`config.mk`:
```
export PLATFORM = sky130hd
export DESIGN_NAME = meter_reply_record_deframer
export DESIGN_NICKNAME = d
export VERILOG_FILES = /design/src/sv/mrrd_pkg.sv /design/src/sv/mrrd_chan_match.sv /design/src/sv/mrrd_core.sv /design/src/sv/meter_reply_record_deframer.sv
export SDC_FILE = /design/constraint.sdc
export NUM_CORES = 1
export LEC_CHECK = 0
export BUFFER_PORTS_ARGS = -buffer_cell sky130_fd_sc_hd__buf_2
export CAP_MARGIN = 25
export CORE_UTILIZATION = 45
export CTS_CLUSTER_SIZE = 25
export DETAILED_ROUTE_END_ITERATION = 6
export PLACE_DENSITY = 0.65
export SETUP_SLACK_MARGIN = 0.2
export SYNTH_ARGS = -nofsm -noshare
export SYNTH_HDL_FRONTEND = slang
export SYNTH_SLANG_ARGS = --single-unit
```
`constraint.sdc`:
```
create_clock -name i_clk -period 6.1 [get_ports i_clk]
set_input_delay 0.305 -clock i_clk [delete_from_list [all_inputs] [get_ports i_clk]]
set_output_delay 0.305 -clock i_clk [all_outputs]
set_load 0.005 [all_outputs]
```
`src/sv/mrrd_pkg.sv`:
```
// Shared types, codes and constants of the meter reply record deframer.
// Used by every module of the block; depends on nothing.
package mrrd_pkg;

    localparam int MAX_CHANNEL_COUNT = 8;
    localparam int CHAN_IDX_W        = 3;
    localparam int CHAN_CNT_W        = 4;
    localparam int CODES_W           = 8 * MAX_CHANNEL_COUNT;

    localparam logic [7:0] PREFIX_LEAD  = 8'h21;
    localparam logic [7:0] PREFIX_FILL  = 8'h00;
    localparam logic [7:0] PREFIX_TAIL  = 8'h01;
    localparam logic [2:0] PREFIX_LAST  = 3'd4;
    localparam logic [2:0] REC_LAST_POS = 3'd6;   // record is 7 bytes
    localparam logic [2:0] REC_UNIT_POS = 3'd4;

    localparam logic [7:0] UNIT_TEMP     = 8'd1;
    localparam logic [7:0] UNIT_HUMIDITY = 8'd3;
    localparam logic [7:0] UNIT_WIND     = 8'd5;
    localparam logic [7:0] UNIT_PRESSURE = 8'd24;

    typedef enum logic [2:0] {
        KIND_RECORD    = 3'd0,
        KIND_BAD_PFX   = 3'd1,
        KIND_TOO_MANY  = 3'd2,
        KIND_BAD_UNIT  = 3'd3,
        KIND_NO_CHAN   = 3'd4,
        KIND_FRAME_END = 3'd5
    } t_kind;

    typedef enum logic [1:0] {
        QTY_TEMP     = 2'd0,
        QTY_HUMIDITY = 2'd1,
        QTY_WIND     = 2'd2,
        QTY_PRESSURE = 2'd3
    } t_qty;

    typedef enum logic [2:0] {
        PH_HUNT    = 3'd0,
        PH_IGNORE  = 3'd1,
        PH_COUNT   = 3'd2,
        PH_RECORD  = 3'd3,
        PH_TRAILER = 3'd4
    } t_phase;

    typedef struct packed {
        logic                  found;
        logic [CHAN_IDX_W-1:0] index;
    } t_match;

    typedef struct packed {
        t_kind                 kind;
        logic [31:0]           value_bits;
        t_qty                  quantity;
        logic [CHAN_IDX_W-1:0] channel_index;
        logic [7:0]            unit_code;
        logic                  frame_last;
    } t_result;

    typedef struct packed {
        logic ok;
        t_qty qty;
    } t_unit_class;

    // Expected prefix byte at a hunt position.
    function automatic logic [7:0] prefix_byte(input logic [2:0] pos);
        logic [7:0] b;
        b = PREFIX_FILL;
        if (pos == 3'd0) b = PREFIX_LEAD;
        else if (pos == PREFIX_LAST) b = PREFIX_TAIL;
        return b;
    endfunction

    // Map a unit code to its quantity class.
    function automatic t_unit_class unit_class(input logic [7:0] unit);
        t_unit_class c;
        c.ok  = 1'b1;
        c.qty = QTY_TEMP;
        if (unit == UNIT_TEMP) c.qty = QTY_TEMP;
        else if (unit == UNIT_HUMIDITY) c.qty = QTY_HUMIDITY;
        else if (unit == UNIT_WIND) c.qty = QTY_WIND;
        else if (unit == UNIT_PRESSURE) c.qty = QTY_PRESSURE;
        else c.ok = 1'b0;
        return c;
    endfunction

endpackage

```
`src/sv/mrrd_chan_match.sv`:
```
// Channel lookup: first configured channel whose unit code matches.
// Depends on mrrd_pkg.
module mrrd_chan_match
    import mrrd_pkg::*;
(
    input  logic [7:0]            i_unit,
    input  logic [CHAN_CNT_W-1:0] i_channel_count,
    input  logic [CODES_W-1:0]    i_channel_unit_codes,
    output t_match                o_match
);

    logic [CHAN_CNT_W-1:0] limit;

    always_comb begin
        // clamp count to the channel limit
        limit = (i_channel_count > CHAN_CNT_W'(MAX_CHANNEL_COUNT))
              ? CHAN_CNT_W'(MAX_CHANNEL_COUNT) : i_channel_count;
        o_match.found = 1'b0;
        o_match.index = '0;
        for (int k = 0; k < MAX_CHANNEL_COUNT; k++) begin
            if (!o_match.found && (CHAN_CNT_W'(k) < limit)
                && (i_channel_unit_codes[8*k +: 8] == i_unit)) begin
                o_match.found = 1'b1;
                o_match.index = CHAN_IDX_W'(k);
            end
        end
    end

endmodule

```
`src/sv/mrrd_core.sv`:
```
// Frame state machine: prefix hunt, count, record assembly, trailer.
// Depends on mrrd_pkg; takes the channel match for the latched unit.
module mrrd_core
    import mrrd_pkg::*;
(
    input  logic       i_clk,
    input  logic       i_rst_n,
    input  logic       i_step,
    input  logic [7:0] i_byte,
    input  t_match     i_match,
    output logic [7:0] o_unit,
    output logic       o_has_result,
    output t_result    o_result
);

    t_phase      r_phase, n_phase;
    logic [2:0]  r_pos, n_pos;
    logic [7:0]  r_left, n_left;
    logic [31:0] r_acc, n_acc;
    logic [7:0]  r_unit, n_unit;
    logic        r_skip, n_skip;
    t_unit_class uc;
    logic [2:0]  hpos;

    assign o_unit = r_unit;

    always_ff @(posedge i_clk) begin
        if (!i_rst_n) begin
            r_phase <= PH_HUNT;
            r_pos   <= '0;
            r_left  <= '0;
            r_acc   <= '0;
            r_unit  <= '0;
            r_skip  <= 1'b0;
        end else if (i_step) begin
            r_phase <= n_phase;
            r_pos   <= n_pos;
            r_left  <= n_left;
            r_acc   <= n_acc;
            r_unit  <= n_unit;
            r_skip  <= n_skip;
        end
    end

    always_comb begin
        n_phase      = r_phase;
        n_pos        = r_pos;
        n_left       = r_left;
        n_acc        = r_acc;
        n_unit       = r_unit;
        n_skip       = r_skip;
        o_has_result = 1'b0;
        o_result     = '0;
        uc           = unit_class(r_unit);
        hpos         = (r_pos > PREFIX_LAST) ? 3'd0 : r_pos;

        unique case (r_phase)
            PH_HUNT: begin
                if (i_byte == prefix_byte(hpos)) begin
                    if (hpos == PREFIX_LAST) begin
                        n_phase = PH_IGNORE;
                        n_pos   = '0;
                    end else begin
                        n_pos = hpos + 3'd1;
                    end
                end else begin
                    // resync: a lead byte restarts the prefix at its second byte
                    n_pos                = (i_byte == PREFIX_LEAD) ? 3'd1 : 3'd0;
                    o_has_result         = 1'b1;
                    o_result.kind        = KIND_BAD_PFX;
                    o_result.frame_last  = 1'b1;
                end
            end
            PH_IGNORE: begin
                n_phase = PH_COUNT;
            end
            PH_COUNT: begin
                n_left  = i_byte;
                n_pos   = '0;
                n_skip  = 1'b0;
                n_phase = (i_byte == 8'd0) ? PH_TRAILER : PH_RECORD;
                if (i_byte > 8'(MAX_CHANNEL_COUNT)) begin
                    n_skip               = 1'b1;
                    o_has_result         = 1'b1;
                    o_result.kind        = KIND_TOO_MANY;
                    o_result.frame_last  = 1'b1;
                end
            end
            PH_RECORD: begin
                if (r_pos < REC_UNIT_POS) begin
                    if (r_pos == 3'd0) n_acc = {24'd0, i_byte};
                    else n_acc[8*r_pos[1:0] +: 8] = i_byte;
                    n_pos = r_pos + 3'd1;
                end else if (r_pos == REC_UNIT_POS) begin
                    n_unit = i_byte;
                    n_pos  = r_pos + 3'd1;
                end else if (r_pos < REC_LAST_POS) begin
                    n_pos = r_pos + 3'd1;
                end else begin
                    n_pos  = '0;
                    n_left = r_left - 8'd1;
                    if (n_left == 8'd0) n_phase = PH_TRAILER;
                    if (!r_skip) begin
                        o_has_result        = 1'b1;
                        o_result.value_bits = r_acc;
                        o_result.unit_code  = r_unit;
                        if (!uc.ok) begin
                            n_skip              = 1'b1;
                            o_result.kind       = KIND_BAD_UNIT;
                            o_result.frame_last = 1'b1;
                        end else if (!i_match.found) begin
                            n_skip              = 1'b1;
                            o_result.kind       = KIND_NO_CHAN;
                            o_result.quantity   = uc.qty;
                            o_result.frame_last = 1'b1;
                        end else begin
                            o_result.kind          = KIND_RECORD;
                            o_result.quantity      = uc.qty;
                            o_result.channel_index = i_match.index;
                        end
                    end
                end
            end
            PH_TRAILER: begin
                if (r_pos == 3'd0) begin
                    n_acc = {24'd0, i_byte};
                    n_pos = 3'd1;
                end else begin
                    n_phase = PH_HUNT;
                    n_pos   = '0;
                    if (r_skip) begin
                        n_skip = 1'b0;
                    end else begin
                        o_has_result        = 1'b1;
                        o_result.kind       = KIND_FRAME_END;
                        o_result.value_bits = {16'd0, i_byte, r_acc[7:0]};
                        o_result.frame_last = 1'b1;
                    end
                end
            end
            default: begin
                n_phase = PH_HUNT;
                n_pos   = '0;
                n_skip  = 1'b0;
            end
        endcase
    end

endmodule

```
`src/sv/meter_reply_record_deframer.sv`:
```
// Top level of the meter reply record deframer: APB registers, input and
// result registers around the frame core. Depends on mrrd_pkg, mrrd_core
// and mrrd_chan_match.
//
// Usage:
//   Input channel (i_in_valid / o_in_ready / i_in_byte) carries one reply
//   word per handshake: a byte of the reply with link headers removed.
//   Output channel (o_out_valid / i_out_ready) carries one result word per
//   record, error or frame end (none for the rest of a frame after an error):
//   kind, value bits, quantity, channel index, unit code and a frame_last flag.
//   A result passes through the input register, which takes the closing
//   byte, and then through the result register.
//   Throughput: one byte per cycle while the input register is not stalled;
//   the core takes the next byte while a result waits in the result reg.
//   Stall: when the receiver holds i_out_ready low and the result register
//   is full, a byte that would make a result waits in the input register,
//   and o_in_ready drops; bytes that make no result keep flowing.
//   Reset (synchronous, active low): the core returns to prefix hunting,
//   both registers empty, channel_count and channel_unit_codes cleared.
//   Registers: channel_count at 0x0, channel_unit_codes at 0x8; write
//   only while the block is idle.
module meter_reply_record_deframer
    import mrrd_pkg::*;
(
    input  logic                  i_clk,
    input  logic                  i_rst_n,
    // APB configuration port
    input  logic                  psel,
    input  logic                  penable,
    input  logic                  pwrite,
    input  logic [3:0]            paddr,
    input  logic [63:0]           pwdata,
    output logic [63:0]           prdata,
    output logic                  pready,
    // input words
    input  logic                  i_in_valid,
    output logic                  o_in_ready,
    input  logic [7:0]            i_in_byte,
    // result words
    output logic                  o_out_valid,
    input  logic                  i_out_ready,
    output logic [2:0]            o_kind,
    output logic [31:0]           o_value_bits,
    output logic [1:0]            o_quantity,
    output logic [CHAN_IDX_W-1:0] o_channel_index,
    output logic [7:0]            o_unit_code,
    output logic                  o_frame_last
);

    logic [CHAN_CNT_W-1:0] r_channel_count;
    logic [CODES_W-1:0]    r_channel_unit_codes;
    logic                  cfg_wr;

    logic                  r_in_valid;
    logic [7:0]            r_in_byte;
    logic                  r_out_valid;
    t_result               r_out;

    logic                  out_free;
    logic                  step;
    logic                  has_result;
    t_result               result;
    t_match                match;
    logic [7:0]            unit;

    // Configuration registers: address bit 3 picks the register
    assign pready = 1'b1;
    assign cfg_wr = psel && penable && pwrite && pready;

    always_ff @(posedge i_clk) begin
        if (!i_rst_n) begin
            r_channel_count      <= '0;
            r_channel_unit_codes <= '0;
        end else if (cfg_wr) begin
            if (paddr[3]) r_channel_unit_codes <= pwdata;
            else r_channel_count <= pwdata[CHAN_CNT_W-1:0];
        end
    end

    assign prdata = paddr[3] ? r_channel_unit_codes
                             : {{(64-CHAN_CNT_W){1'b0}}, r_channel_count};

    // Advance the held byte unless it makes a result that has nowhere to go
    assign out_free   = !r_out_valid || i_out_ready;
    assign step       = r_in_valid && (!has_result || out_free);
    assign o_in_ready = !r_in_valid || step;

    always_ff @(posedge i_clk) begin
        if (!i_rst_n) begin
            r_in_valid <= 1'b0;
        end else if (o_in_ready) begin
            r_in_valid <= i_in_valid;
        end
    end

    always_ff @(posedge i_clk) begin
        if (o_in_ready && i_in_valid) r_in_byte <= i_in_byte;
    end

    mrrd_chan_match u_match (
        .i_unit               (unit),
        .i_channel_count      (r_channel_count),
        .i_channel_unit_codes (r_channel_unit_codes),
        .o_match              (match)
    );

    mrrd_core u_core (
        .i_clk        (i_clk),
        .i_rst_n      (i_rst_n),
        .i_step       (step),
        .i_byte       (r_in_byte),
        .i_match      (match),
        .o_unit       (unit),
        .o_has_result (has_result),
        .o_result     (result)
    );

    // Result register: load a new result, else drop the one taken
    always_ff @(posedge i_clk) begin
        if (!i_rst_n) begin
            r_out_valid <= 1'b0;
        end else if (step && has_result) begin
            r_out_valid <= 1'b1;
        end else if (i_out_ready) begin
            r_out_valid <= 1'b0;
        end
    end

    always_ff @(posedge i_clk) begin
        if (step && has_result) r_out <= result;
    end

    assign o_out_valid     = r_out_valid;
    assign o_kind          = r_out.kind;
    assign o_value_bits    = r_out.value_bits;
    assign o_quantity      = r_out.quantity;
    assign o_channel_index = r_out.channel_index;
    assign o_unit_code     = r_out.unit_code;
    assign o_frame_last    = r_out.frame_last;

endmodule
```
Word-level counts from Yosys, hierarchy flattened
Cells that the tools add are included.
{"block": "word_totals", "wordCells": 208, "ff_bits": 182, "input_bits": 83, "out_inout_bits": 116}
{"block": "op_classes", "n_reduce_logical": 54, "mux": 81, "add_sub_neg": 4, "n_shift": 2, "n_bitwise": 7, "eq_ne": 29, "n_lt_le_gt_ge": 13}
{"op": "49-bit 2-to-1 mux", "n": 4}
{"op": "32-bit one-hot mux with 2 select lines", "n": 2}
{"op": "32-bit 2-to-1 mux", "n": 3}
{"op": "8-bit equality test", "n": 9}
{"op": "35-bit 2-to-1 mux", "n": 2}
{"op": "64-bit 2-to-1 mux", "n": 1}
{"op": "3-bit 2-to-1 mux", "n": 17}
{"op": "8-bit 2-to-1 mux", "n": 5}
{"op": "4-bit 2-to-1 mux", "n": 9}
{"op": "5-bit negation with 34-bit output", "n": 1}
{"op": "8-bit by 34-bit variable shift with 32-bit output, first input constant", "n": 1}
{"op": "8-bit by 34-bit variable part select with 32-bit output", "n": 1}
{"op": "32-bit bitwise mux", "n": 1}
{"op": "1-bit 2-to-1 mux", "n": 24}
{"op": "3-bit one-hot mux with 4 select lines", "n": 2}
{"op": "1-bit logical AND", "n": 20}
{"op": "8-bit logical NOT", "n": 2}
{"op": "3-bit by 4-bit less-than comparator with 1-bit output, first input constant", "n": 4}
{"op": "8-bit one-hot mux with 2 select lines", "n": 1}
{"op": "3-bit one-hot mux with 5 select lines", "n": 1}
{"op": "7-bit OR reduction", "n": 2}
{"op": "1-bit one-hot mux with 4 select lines", "n": 3}
{"op": "1-bit logical NOT", "n": 10}
{"op": "2-bit 2-to-1 mux", "n": 5}
{"op": "31 further kinds", "n": 60}

Longest topological paths before layout
Gate-level depths: netlist of the first run.
{"block": "depth", "depth_word": 40, "mapped_depth": 11, "ltp_nobuf": 9}

Hierarchy
From an unflattened synthesis of the first run, not the netlist that was laid out.
{"block": "hier_totals", "cells_unflattened": 970, "hier_area_um2": 9282.7}
{"module": "meter_reply_record_deframer", "n_inst": 1, "cells_each": 434, "seq_area_each_um2": 3113.0, "area_per_inst_um2": 5042.3}
{"module": "mrrd_core", "n_inst": 1, "cells_each": 418, "seq_area_each_um2": 1101.1, "area_per_inst_um2": 3331.9}
{"module": "mrrd_chan_match", "n_inst": 1, "cells_each": 118, "seq_area_each_um2": 0.0, "area_per_inst_um2": 908.4}

Worst setup path before layout of the first run
Ideal clock, no wire load.
{"block": "synth_timing", "path_kind": "reg2reg", "startpoint": "register u_core.r_pos[0]", "endpoint": "register r_out, in the netlist o_channel_index[0] (enable)", "required_time_ns": 5.644, "n_path_buf": 1, "setup_time_ns": 0.456, "t_arrival_ns": 3.778, "stages_incl_launch_ff": 9, "setup_slack_ns": 1.866, "synth_period_minus_slack_ns": 4.234, "path_cell_list": "dfxtp_1 inv_1 ha_1 nor2b_1 clkbuf_1 o32ai_2 a21o_1 o31ai_1 nor2_1"}
{"block": "synth_via", "elab_chain_len": 13}
{"item": "from (decl)", "line": "mrrd_core.sv:17", "source": "logic [2:0] r_pos, n_pos;"}
{"item": "from (signal assigned)", "line": "mrrd_core.sv:37", "source": "r_pos <= n_pos;"}
{"item": "3-bit greater-than comparator", "line": "mrrd_core.sv:55", "source": "hpos = (r_pos > PREFIX_LAST) ? 3'd0 : r_pos;"}
{"item": "3-bit 2-to-1 mux", "line": "mrrd_core.sv:55"}
{"item": "3-bit equality test", "line": "mrrd_pkg.sv:70", "source": "else if (pos == PREFIX_LAST) b = PREFIX_TAIL;"}
{"item": "1-bit 2-to-1 mux", "line": "mrrd_pkg.sv:70"}
{"item": "8-bit 2-to-1 mux", "line": "mrrd_pkg.sv:69", "source": "if (pos == 3'd0) b = PREFIX_LEAD;"}
{"item": "8-bit 2-to-1 mux", "line": "mrrd_core.sv:57", "source": "unique case (r_phase)"}
{"item": "8-bit equality test", "line": "mrrd_core.sv:59", "source": "if (i_byte == prefix_byte(hpos)) begin"}
{"item": "1-bit 2-to-1 mux", "line": "mrrd_core.sv:59"}
{"item": "1-bit one-hot mux with 4 select lines (*)", "line": "mrrd_core.sv:57"}
{"item": "1-bit logical NOT", "line": "meter_reply_record_deframer.sv:85", "source": "assign step = r_in_valid && (!has_result || out_free);"}
{"item": "1-bit logical OR", "line": "meter_reply_record_deframer.sv:85"}
{"item": "1-bit logical AND", "line": "meter_reply_record_deframer.sv:85"}
{"item": "1-bit logical AND (*)", "line": "meter_reply_record_deframer.sv:130", "source": "if (step && has_result) r_out <= result;"}
{"item": "to (signal assigned)", "line": "meter_reply_record_deframer.sv:130"}
{"item": "to (decl)", "line": "meter_reply_record_deframer.sv:57", "source": "t_result r_out;"}
Mark *: on every way between the ends. The rest lies on a longest branch, timed or not. The select of a mux whose other input is x is not followed.
A chain may end at the register's enable or synchronous reset.

Worst setup path after layout of the first run
{"block": "layout_timing", "startpoint": "register u_core.r_pos[0]", "endpoint": "output o_in_ready"}
{"block": "layout_via", "elab_chain_len": 13}
{"item": "3-bit greater-than comparator", "line": "mrrd_core.sv:55"}
{"item": "3-bit 2-to-1 mux", "line": "mrrd_core.sv:55"}
{"item": "3-bit equality test", "line": "mrrd_pkg.sv:70"}
{"item": "1-bit 2-to-1 mux", "line": "mrrd_pkg.sv:70"}
{"item": "8-bit 2-to-1 mux", "line": "mrrd_pkg.sv:69"}
{"item": "8-bit 2-to-1 mux", "line": "mrrd_core.sv:57"}
{"item": "8-bit equality test", "line": "mrrd_core.sv:59"}
{"item": "1-bit 2-to-1 mux", "line": "mrrd_core.sv:59"}
{"item": "1-bit one-hot mux with 4 select lines (*)", "line": "mrrd_core.sv:57"}
{"item": "1-bit logical NOT (*)", "line": "meter_reply_record_deframer.sv:85"}
{"item": "1-bit logical OR (*)", "line": "meter_reply_record_deframer.sv:85"}
{"item": "1-bit logical AND (*)", "line": "meter_reply_record_deframer.sv:85"}
{"item": "1-bit logical OR (*)", "line": "meter_reply_record_deframer.sv:86", "source": "assign o_in_ready = !r_in_valid || step;"}
{"item": "to (decl)", "line": "meter_reply_record_deframer.sv:37", "source": "output logic o_in_ready,"}
Marked as above.

==> flow_summary.yaml, run 1 <==
status:
  outcome: "finished clean"
grt:
  grt_max_degree: 77
  initial_antenna_violation_count: 1
  grt_overflow_total: 0
  grt_pass1_wl_microns: 35500
  grt_pass1_vias: 6614
  grt.total_usage_pct: 22.7
synthesis:
  synth.yosys.warnings: 0
  yosys_most_used_dff: "sky130_fd_sc_hd__dfxtp_1"
  syn-num-nets: 1096
  syn-mean-instance-area_sq_um: 8.74
  main_area_contributors_after_synthesis: "sky130_fd_sc_hd__dfxtp_1 28%, sky130_fd_sc_hd__edfxtp_1 19%, sky130_fd_sc_hd__nand2_1 8.0%"
  mappedNetlistArea_sq_um: 8780
  post_syn_instances: 1005
  number_of_synthesized_flops_with_an_enable_pin: 57
  post_synth_num_cell_types: 69
  synth_seq_area_share_pct: 48.0
  top_cell_type_by_total_area_after_synthesis: "sky130_fd_sc_hd__dfxtp_1"
  synth.ff_latch_count: 182
  yosys.area.top_type_share_pct: 28.5
  ys_async_sr_fraction_pct: 0
min_path:
  timing.hold.worst.class: "in2reg"
  timing.hold.worst.start: "i_in_byte[3]"
place:
  post_dp_cell_area_sq_um: 9840
  dp.final_hpwl_microns: 15300
  numPortBuffers: 194
  gp_congestion: 0.862
  place.detailed.instances: 1388
run:
  cap_viol_max_count: 0
clock_tree:
  clock_latency_ps: 430
  clockBufferDepth: 2
  cts_setup_buffers: 0
  cts.sinks: 182
  tritoncts: "built"
  post_cts.resized_instances: 0
  htreeDepth: 4
  clk_root_buffer_cell: "sky130_fd_sc_hd__clkbuf_16"
  clk_transition_reported_paths_ps: 70
  cts.hold.buffers_added: 0
  tritoncts.num_buffers: 17
sta:
  maxSlewHeadroom_pct: 33.8
  maximum_clock_rate_mhz: 280
  post-route-min-period_ps: 3570
  timing.final.crit_share_pct: 58.5
  finClkSkew_ps: 7.80
  final.setup.tns_ps: 0
  finalSetupViolCount: 0
  timing_worst_slew_pin_value_ps: 978
  rsz0062_at_grt: "false"
  final_hold_fails: 0
  slew_viol_final: 0
floorplanning:
  fp.dieH_microns: 142
  design.die.area_sq_um: 20100
  fp.coreArea_sq_um: 18900
  initial_utilization_pct: 46.5
  boundaryPins: 199
  std_cell_rows: 50
  floorplan.die.width_microns: 142
worst_setup_path:
  worst_ep_required_time_ps: 5790
  critPathMaxFanout: 9
  timing.critical_path.from_type: "flip-flop"
  worstSetupStartpoint: "u_core.r_pos[0]"
  critical_path_class: "reg2out"
  r2r-start: "u_core.r_phase[0]"
  crit_arrival_ps: 3260
  critPathCaptureType: "primary output"
final_layout:
  final_cell_area_sq_um: 10400
  final_cell_count_no_fill: 1421
  layout.cells.most_common: "sky130_fd_sc_hd__buf_2"
  final.fill_count: 1826
  post_route_cells_drive_above_1_share_pct: 21.8
  area_growth_syn_to_layout_pct: 18.9
  finalNetCount: 1238
  final_cell_mix: "195 x sky130_fd_sc_hd__buf_2, 186 x sky130_fd_sc_hd__nand2_1, 125 x sky130_fd_sc_hd__dfxtp_1, 121 x sky130_fd_sc_hd__a21oi_1, 96 x sky130_fd_sc_hd__and2_1"
routing:
  post-route-drc-count: 0
  drtIter0Drc: 559
  drtPass1Iterations: 5
  count_of_nets_left_with_antenna_violations_after_detail_routing: 0
  wire_per_inst_microns: 16.0
  route.vias.total: 7386
  wl_microns: 22700
  avgViaCountPerCell: 5.20
pwr:
  power.leakage_nw: 4.19
  power.density_nw_per_um2: 244
  ir_worst_vdd_uv: 201
## per-stage QoR
step / hold slack [ps] / util (%) / power, mW / worst slack, ps
5_1_grt: 40.7 / 55.2 / 2.63 / 2310
2_1_floorplan: 404 / - / 1.40 / 1870
6_report: 45.8 / 55.2 / 2.55 / 2530
3_5_place_dp: 441 / 52.1 / 1.47 / 2620
3_3_place_gp: 435 / 52.0 / 1.47 / 2710
4_1_cts: 33.4 / 55.2 / 2.56 / 2540
## logic make-up (layout without fill, tap and decap cells)
group | count (synthesis) | count (layout) | share of synthesized area [%]
compound gates | 195 | 195 | 13.2
xor+xnor | 67 | 67 | 6.68
fa+ha+maj | 8 | 8 | 1.14
buf+inv | 88 | 243 | 3.98
flops | 182 | 182 | 48.0
mux | 9 | 9 | 1.08
other cells | 1 | 2 | 0.0427
simple gates | 455 | 455 | 25.9
## worst max-delay path, stage by stage (launching register included)
cell                      delay (ps)
sky130_fd_sc_hd__dfxtp_1         390
sky130_fd_sc_hd__inv_1           160
sky130_fd_sc_hd__ha_1            220
sky130_fd_sc_hd__nor2b_1         460
sky130_fd_sc_hd__o32ai_2         260
sky130_fd_sc_hd__a21o_1          290
sky130_fd_sc_hd__o31ai_1         700
sky130_fd_sc_hd__or2_2           250
sky130_fd_sc_hd__buf_2           120
## cell type report
class / instances / area [sq um] / share of cell area [%]
Multi-Input combinational cell: 735 / 4230 / 40.5
Sequential cell: 182 / 4210 / 40.4
Timing Repair Buffer: 202 / 1040 / 9.97
Clock buffer: 21 / 484 / 4.64
Tap cell: 260 / 325 / 3.12
Clock inverter: 11 / 109 / 1.04
Inverter: 9 / 35.0 / 0.336
Antenna cell: 1 / 2.50 / 0.0240
## worst paths after layout
check        cells past startpoint  slack (ps)          endpoint
max                              8        2530        o_in_ready
min                              1          50      r_in_byte[3]
min reg2reg                      2         450  u_core.r_acc[24]
max reg2reg                      6        2650      o_frame_last
## layer usage
layer	share of wire, %	global-route usage (%)	vias up
li1	-	-	3733
met1	47	32.5	3411
met2	46	35.3	220
met3	5.0	3.10	22
met4	1.6	7.41	0
met5	0	0	-
## cell usage after synthesis, drive strengths merged, types with 15 or more instances
library cell	count
nand3	49
nor2	35
o21ai	25
buf	21
edfxtp	57
and2	96
nand4	15
nor3	19
clkbuf	58
xnor2	47
xor2	20
a21oi	121
nand2	186
dfxtp	125
## state kept, by name, summed over array words and instances (netlist names), 3 cells and up
name                  cells
u_core.r_acc             32
o_unit_code               8
o_kind                    3
u_core.r_left             8
u_core.r_pos              3
r_in_byte                 8
u_core.o_unit             8
r_channel_count           4
o_channel_index           3
o_value_bits             32
r_channel_unit_codes     64
u_core.r_phase            3
## report_power, final
part           total [mW]  internal, mW  switching, mW
logic               0.145        0.0586         0.0869
registers            1.30          1.27         0.0291
clock network        1.10         0.621          0.483
No activity file was read; power rests on OpenSTA's default activity.
==> run 2: changes to the inputs <==
==> constraint.sdc (replaced) <==
create_clock -name i_clk -period 3.3 [get_ports i_clk]
set_input_delay 0.165 -clock i_clk [delete_from_list [all_inputs] [get_ports i_clk]]
set_output_delay 0.165 -clock i_clk [all_outputs]
set_load 0.005 [all_outputs]
==> run 2 against run 1 <==
Combinational power grew to 2.6 times the previous value. Final cell count grew 6.7%. Hold slack worse by 36 ps. Clock skew is 0.99 ps lower. Sequential power is 83% higher. Global-route usage grew 1.9 points. First-iteration DRC count down 17%. Sequential cell count stayed put. Final area increased by 8.7%. Register-to-register slack worse by 2100 ps. Die area did not move. Largest power group unchanged.
==> flow_summary.yaml, run 2 (synthesized netlist as in run 1, its figures left out) <==
routing:
  count_of_nets_left_with_antenna_violations_after_detail_routing: 0
  drtIter0Drc: 466
  avgViaCountPerCell: 5.25
  post-route-drc-count: 0
  wl_microns: 24200
  wire_per_inst_microns: 15.9
  drtPass1Iterations: 4
  route.vias.total: 7955
clock_tree:
  clock_latency_ps: 440
  tritoncts: "built"
  clk_root_buffer_cell: "sky130_fd_sc_hd__clkbuf_16"
  cts.sinks: 182
  clockBufferDepth: 2
  tritoncts.num_buffers: 17
  htreeDepth: 4
  clk_transition_reported_paths_ps: 60
final_layout:
  area_growth_syn_to_layout_pct: 29.2
  multi_input_comb_area_sq_um: 4230
  insertedDiodeCount: 0
  max_ffs_per_register: 64
  finalNetCount: 1334
  post_route_cells_drive_above_1_share_pct: 22.2
  final_cell_area_sq_um: 11300
  registers.top_by_ff_count: "r_channel_unit_codes"
  layout.cells.most_common: "sky130_fd_sc_hd__buf_2"
  final-seq-area_sq_um: 4210
  final.fill_count: 1724
  final_cell_mix: "194 x sky130_fd_sc_hd__buf_2, 186 x sky130_fd_sc_hd__nand2_1, 125 x sky130_fd_sc_hd__dfxtp_1, 121 x sky130_fd_sc_hd__a21oi_1, 96 x sky130_fd_sc_hd__and2_1"
status:
  outcome: "finished clean"
place:
  numPortBuffers: 194
  gp_congestion: 0.906
  dp.final_hpwl_microns: 16100
  post_dp_cell_area_sq_um: 10000
pwr:
  power.leakage_nw: 4.63
  ir_worst_vdd_uv: 380
  power.density_nw_per_um2: 424
  final_total_power_mw: 4.81
floorplanning:
  fp.dieH_microns: 142
  std_cell_rows: 50
  boundaryPins: 199
  fp.coreArea_sq_um: 18900
  floorplan.die.width_microns: 142
  initial_utilization_pct: 46.5
  design.die.area_sq_um: 20100
sta:
  timing.final.crit_share_pct: 86.5
  finClkSkew_ps: 6.81
  timing_worst_slew_pin_value_ps: 1040
  rsz0062_at_grt: "false"
  post-route-min-period_ps: 2860
  finalSetupViolCount: 0
  slew_viol_final: 0
  final_hold_fails: 0
  final.setup.tns_ps: 0
  maximum_clock_rate_mhz: 350
  maxSlewHeadroom_pct: 29.9
grt:
  grt_max_degree: 67
  grt_pass1_vias: 7403
  initial_antenna_violation_count: 0
  grt_pass1_wl_microns: 38400
  grt_overflow_total: 0
  grt.total_usage_pct: 24.6
worst_setup_path:
  crit_arrival_ps: 2690
  timing.critical_path.from_type: "flip-flop"
  critical_path_class: "reg2out"
  worst_ep_required_time_ps: 3130
  critPathCaptureType: "primary output"
  critPathMaxFanout: 6
run:
  cap_viol_max_count: 0
min_path:
  timing.hold.worst.class: "in2reg"
-- run 2: cell count changes in the layout (fill, tap and decap cells not counted), moves of 2 or more --
cell                            before  now
sky130_fd_sc_hd__buf_4               6   31
sky130_fd_sc_hd__dlygate4sd3_1       0   72
sky130_fd_sc_hd__clkinv_4            0    4
sky130_fd_sc_hd__inv_4               2    0
sky130_fd_sc_hd__clkinvlp_4          2    0
-- run 2: metal layers --
metal	GRT usage (%)	up-vias	part of all wire [%]
li1	-	3927	-
met4	9.45	0	2.4
met2	39.3	234	46
met1	33.3	3754	47
met5	0	-	0
met3	4.05	40	4.9
-- run 2: stage by stage --
stage | instances | hold WS (ps) | util, % | worst slack (ps)
6_report | 1516 | 9.97 | 60.1 | 444
2_1_floorplan | 1005 | 264 | - | 407
5_1_grt | 1516 | 34.3 | 60.1 | 265
3_5_place_dp | 1412 | 344 | 53.1 | 360
3_3_place_gp | 1412 | 347 | 53.1 | 388
4_1_cts | 1516 | 4.33 | 60.0 | 289
-- run 2: where the power goes --
| part | switching [mW] | internal, mW | total [mW] |
|---|---|---|---|
| Combinational | 0.196 | 0.176 | 0.372 |
| Clock | 0.903 | 1.15 | 2.06 |
| Sequential | 0.0363 | 2.34 | 2.38 |
| Total | 1.13 | 3.67 | 4.81 |
-- run 2: final timing paths --
kind	slack [ps]	start	to	cells after the start
hold reg to reg	450	u_core.r_acc[0]	u_core.r_acc[0]	2
setup reg to reg	520	u_core.r_pos[1]	r_in_byte[3]	8
setup / recovery	440	r_in_byte[3]	o_in_ready	6
hold / removal	10	pwdata[29]	r_channel_unit_codes[29]	3
-- run 2: final cells by class --
class | count | area share (%)
Clock buffer | 21 | 4.30
Clock inverter | 11 | 0.970
Inverter | 9 | 0.309
Multi-Input combinational cell | 735 | 37.3
Sequential cell | 182 | 37.1
Tap cell | 260 | 2.87
Timing Repair Buffer | 298 | 17.1
-- run 2: worst max-delay path, stage by stage (launching register included) --
cell	delay, ps
sky130_fd_sc_hd__edfxtp_1	470
sky130_fd_sc_hd__o31a_1	180
sky130_fd_sc_hd__nor3_1	50
sky130_fd_sc_hd__nor3_1	800
sky130_fd_sc_hd__o31ai_2	270
sky130_fd_sc_hd__or2_2	360
sky130_fd_sc_hd__buf_2	140
-- run 2: repair_timing --
| item | in CTS | in global routing |
|---|---|---|
| gates resized for setup | 0 | 1 |
| hold buffers | 72 | 0 |
| hold endpoints to repair | 76 | 0 |
| endpoints found under the setup margin | 0 | 9 |
| setup buffers | 0 | 0 |
==> run 3: changes to the inputs <==
--- a/config.mk
+++ b/config.mk
@@ -11,6 +11,7 @@
 export CTS_CLUSTER_SIZE = 25
 export DETAILED_ROUTE_END_ITERATION = 6
 export PLACE_DENSITY = 0.65
+export RECOVER_POWER = 100
 export SETUP_SLACK_MARGIN = 0.2
 export SYNTH_ARGS = -nofsm -noshare
 export SYNTH_HDL_FRONTEND = slang
==> run 3 against run 2 <==
The flow now finishes with violations (max-capacitance violations, max-slew violations). Highest routed layer unchanged. Core utilization down 0.48 points. Die area unchanged. Clock skew about the same. Global-route usage unchanged. Critical path type is now reg2reg. Total power down 0.14%. Fmax down 3.1%. Critical endpoint is now o_value_bits[15]. Sequential share of layout area up 0.30 points. Largest power group unchanged. Register-to-register slack worse by 170 ps.
==> flow_summary.yaml, run 3 (synthesized netlist as in run 1, its figures left out) <==
status:
  outcome: "complete, but fails checks"
  violated_checks: "max-capacitance violations, max-slew violations"
place:
  numPortBuffers: 194
  minimum_setup_slack_after_placement_ps: 360
  gp_congestion: 0.906
  dp.final_hpwl_microns: 16100
  place.detailed.instances: 1412
  post_dp_cell_area_sq_um: 10000
sta:
  fin_worst_hold_slack_ps: 11.6
  timing_worst_slew_pin_value_ps: 2380
  finClkSkew_ps: 7.29
  finalSetupViolCount: 0
  layout_setup_ws_ps: 354
  post-route-min-period_ps: 2950
  slew_viol_final: 67
  rsz0062_at_grt: "false"
  maximum_clock_rate_mhz: 339
  final.setup.tns_ps: 0
  maxSlewHeadroom_pct: -58.4
  final_hold_fails: 0
  timing.final.crit_share_pct: 89.3
pwr:
  sequentialPowerShare_pct: 49.6
  switching_share_pct: 23.6
  power_switching_mw: 1.13
  power.leakage_nw: 4.40
  ir_worst_vdd_uv: 381
  power_frac_clock_pct: 42.8
  power.density_nw_per_um2: 427
  p_int_mw: 3.67
  comb_power_share_pct: 7.6
final_layout:
  final.fill_count: 1749
  post_route_cells_drive_above_1_share_pct: 18.7
  registers.top_by_ff_count: "r_channel_unit_codes"
  final-seq-area_sq_um: 4210
  multi_input_comb_area_sq_um: 4220
  final_cell_mix: "186 x sky130_fd_sc_hd__nand2_1, 157 x sky130_fd_sc_hd__buf_2, 125 x sky130_fd_sc_hd__dfxtp_1, 121 x sky130_fd_sc_hd__a21oi_1, 72 x sky130_fd_sc_hd__dlygate4sd3_1"
  max_ffs_per_register: 64
  insertedDiodeCount: 0
  area_growth_syn_to_layout_pct: 28.2
  layout.cells.most_common: "sky130_fd_sc_hd__nand2_1"
  finalNetCount: 1334
  final_cell_area_sq_um: 11300
  final_cell_count_no_fill: 1516
worst_setup_path:
  critical_path_class: "reg2reg"
  worst_ep_required_time_ps: 3360
  critPathMaxFanout: 16
  worstSetupStartpoint: "r_in_byte[3]"
  crit_arrival_ps: 3010
  worst_r2r_path_depth: 6
  cp-endpoint: "o_value_bits[15]"
  r2r-start: "r_in_byte[3]"
  crit-reg2reg-capture: "o_value_bits[15]"
  timing.critical_path.from_type: "flip-flop"
  critPathCaptureType: "flip-flop"
  timing.reg2reg.setup_slack_ps: 350
min_path:
  timing.hold.worst.class: "in2reg"
grt:
  initial_antenna_violation_count: 0
  grt_pass1_wl_microns: 38400
  grt_pass1_vias: 7403
  grt.total_usage_pct: 24.6
  grt_max_degree: 67
  grt_overflow_total: 0
clock_tree:
  clockBufferDepth: 2
  cts_setup_buffers: 0
  cts.sinks: 182
  tritoncts: "built"
  clock_latency_ps: 440
  clk_transition_reported_paths_ps: 60
  tritoncts.num_buffers: 17
  clk_root_buffer_cell: "sky130_fd_sc_hd__clkbuf_16"
  htreeDepth: 4
run:
  cap_viol_max_count: 1
routing:
  count_of_nets_left_with_antenna_violations_after_detail_routing: 0
  route.vias.total: 7929
  wire_per_inst_microns: 16.0
  drtIter0Drc: 501
  avgViaCountPerCell: 5.23
  post-route-drc-count: 0
  drtPass1Iterations: 5
  wl_microns: 24200
floorplanning:
  boundaryPins: 199
  initial_utilization_pct: 46.5
  std_cell_rows: 50
  floorplan.die.width_microns: 142
  fp.coreArea_sq_um: 18900
  design.die.area_sq_um: 20100
  fp.dieH_microns: 142
==> run 3: cell count changes in the layout (fill, tap and decap cells not counted), sizes merged <==
cell | before | now
clkbuf | 21 | 66
buf | 226 | 181
==> run 3: worst min-delay path by stage <==
stage	slack, ps	depth (start not counted)	endpoint	from
3_5_place_dp	340	1	r_in_byte[7]	i_in_byte[7]
5_1_grt	30	3	o_out_valid	i_out_ready
4_1_cts	4	3	r_channel_unit_codes[29]	pwdata[29]
6_report	10	3	r_channel_unit_codes[29]	pwdata[29]
3_3_place_gp	350	1	r_in_byte[4]	i_in_byte[4]
2_1_floorplan	260	0	r_in_byte[0]	i_in_byte[0]
==> run 3: what timing repair did <==
action / 4_1_cts / 5_1_grt
hold buffers: 72 / 0
gates resized for setup: 0 / 1
setup endpoints to repair: 0 / 9
hold endpoints to repair: 76 / 0
==> run 3: per-layer routing <==
layer,vias to the layer above,global-route usage [%],wire [microns]
met4,0,9.45,598
li1,3932,-,-
met5,-,0,0
met1,3745,33.3,11400
met2,211,39.3,11100
met3,41,4.05,1040
==> run 3: area by class of cell <==
| cell class | instances | area share [%] |
|---|---|---|
| clock buffer | 21 | 4.33 |
| clock inverter | 11 | 0.978 |
| inverter | 9 | 0.311 |
| multi-input combinational | 735 | 37.5 |
| sequential | 182 | 37.4 |
| tap | 260 | 2.89 |
| timing repair buffer | 298 | 16.5 |
==> run 3: power groups by stage <==
stage	clock, mW	sequential (mW)	combinational [mW]
5_1_grt	2.18	2.38	0.399
3_5_place_dp	0	2.43	0.304
4_1_cts	2.09	2.38	0.371
2_1_floorplan	0	2.42	0.172
3_3_place_gp	0	2.43	0.301
6_report	2.06	2.38	0.365
==> run 3: through the flow <==
| stage | power, mW | utilization [%] |
|---|---|---|
| CTS | 4.84 | 60.0 |
| global placement | 2.73 | 53.1 |
| floorplan | 2.59 | - |
| finish | 4.80 | 59.6 |
| global route | 4.96 | 59.6 |
| detailed placement | 2.73 | 53.1 |
==> run 3: worst max-delay path, cell delays in order, from the launching register on <==
cell	delay (ps)
sky130_fd_sc_hd__edfxtp_1	460
sky130_fd_sc_hd__o31a_1	170
sky130_fd_sc_hd__nor3_1	50
sky130_fd_sc_hd__nor3_1	800
sky130_fd_sc_hd__o31ai_2	270
sky130_fd_sc_hd__nor2_4	140
sky130_fd_sc_hd__clkbuf_1	670
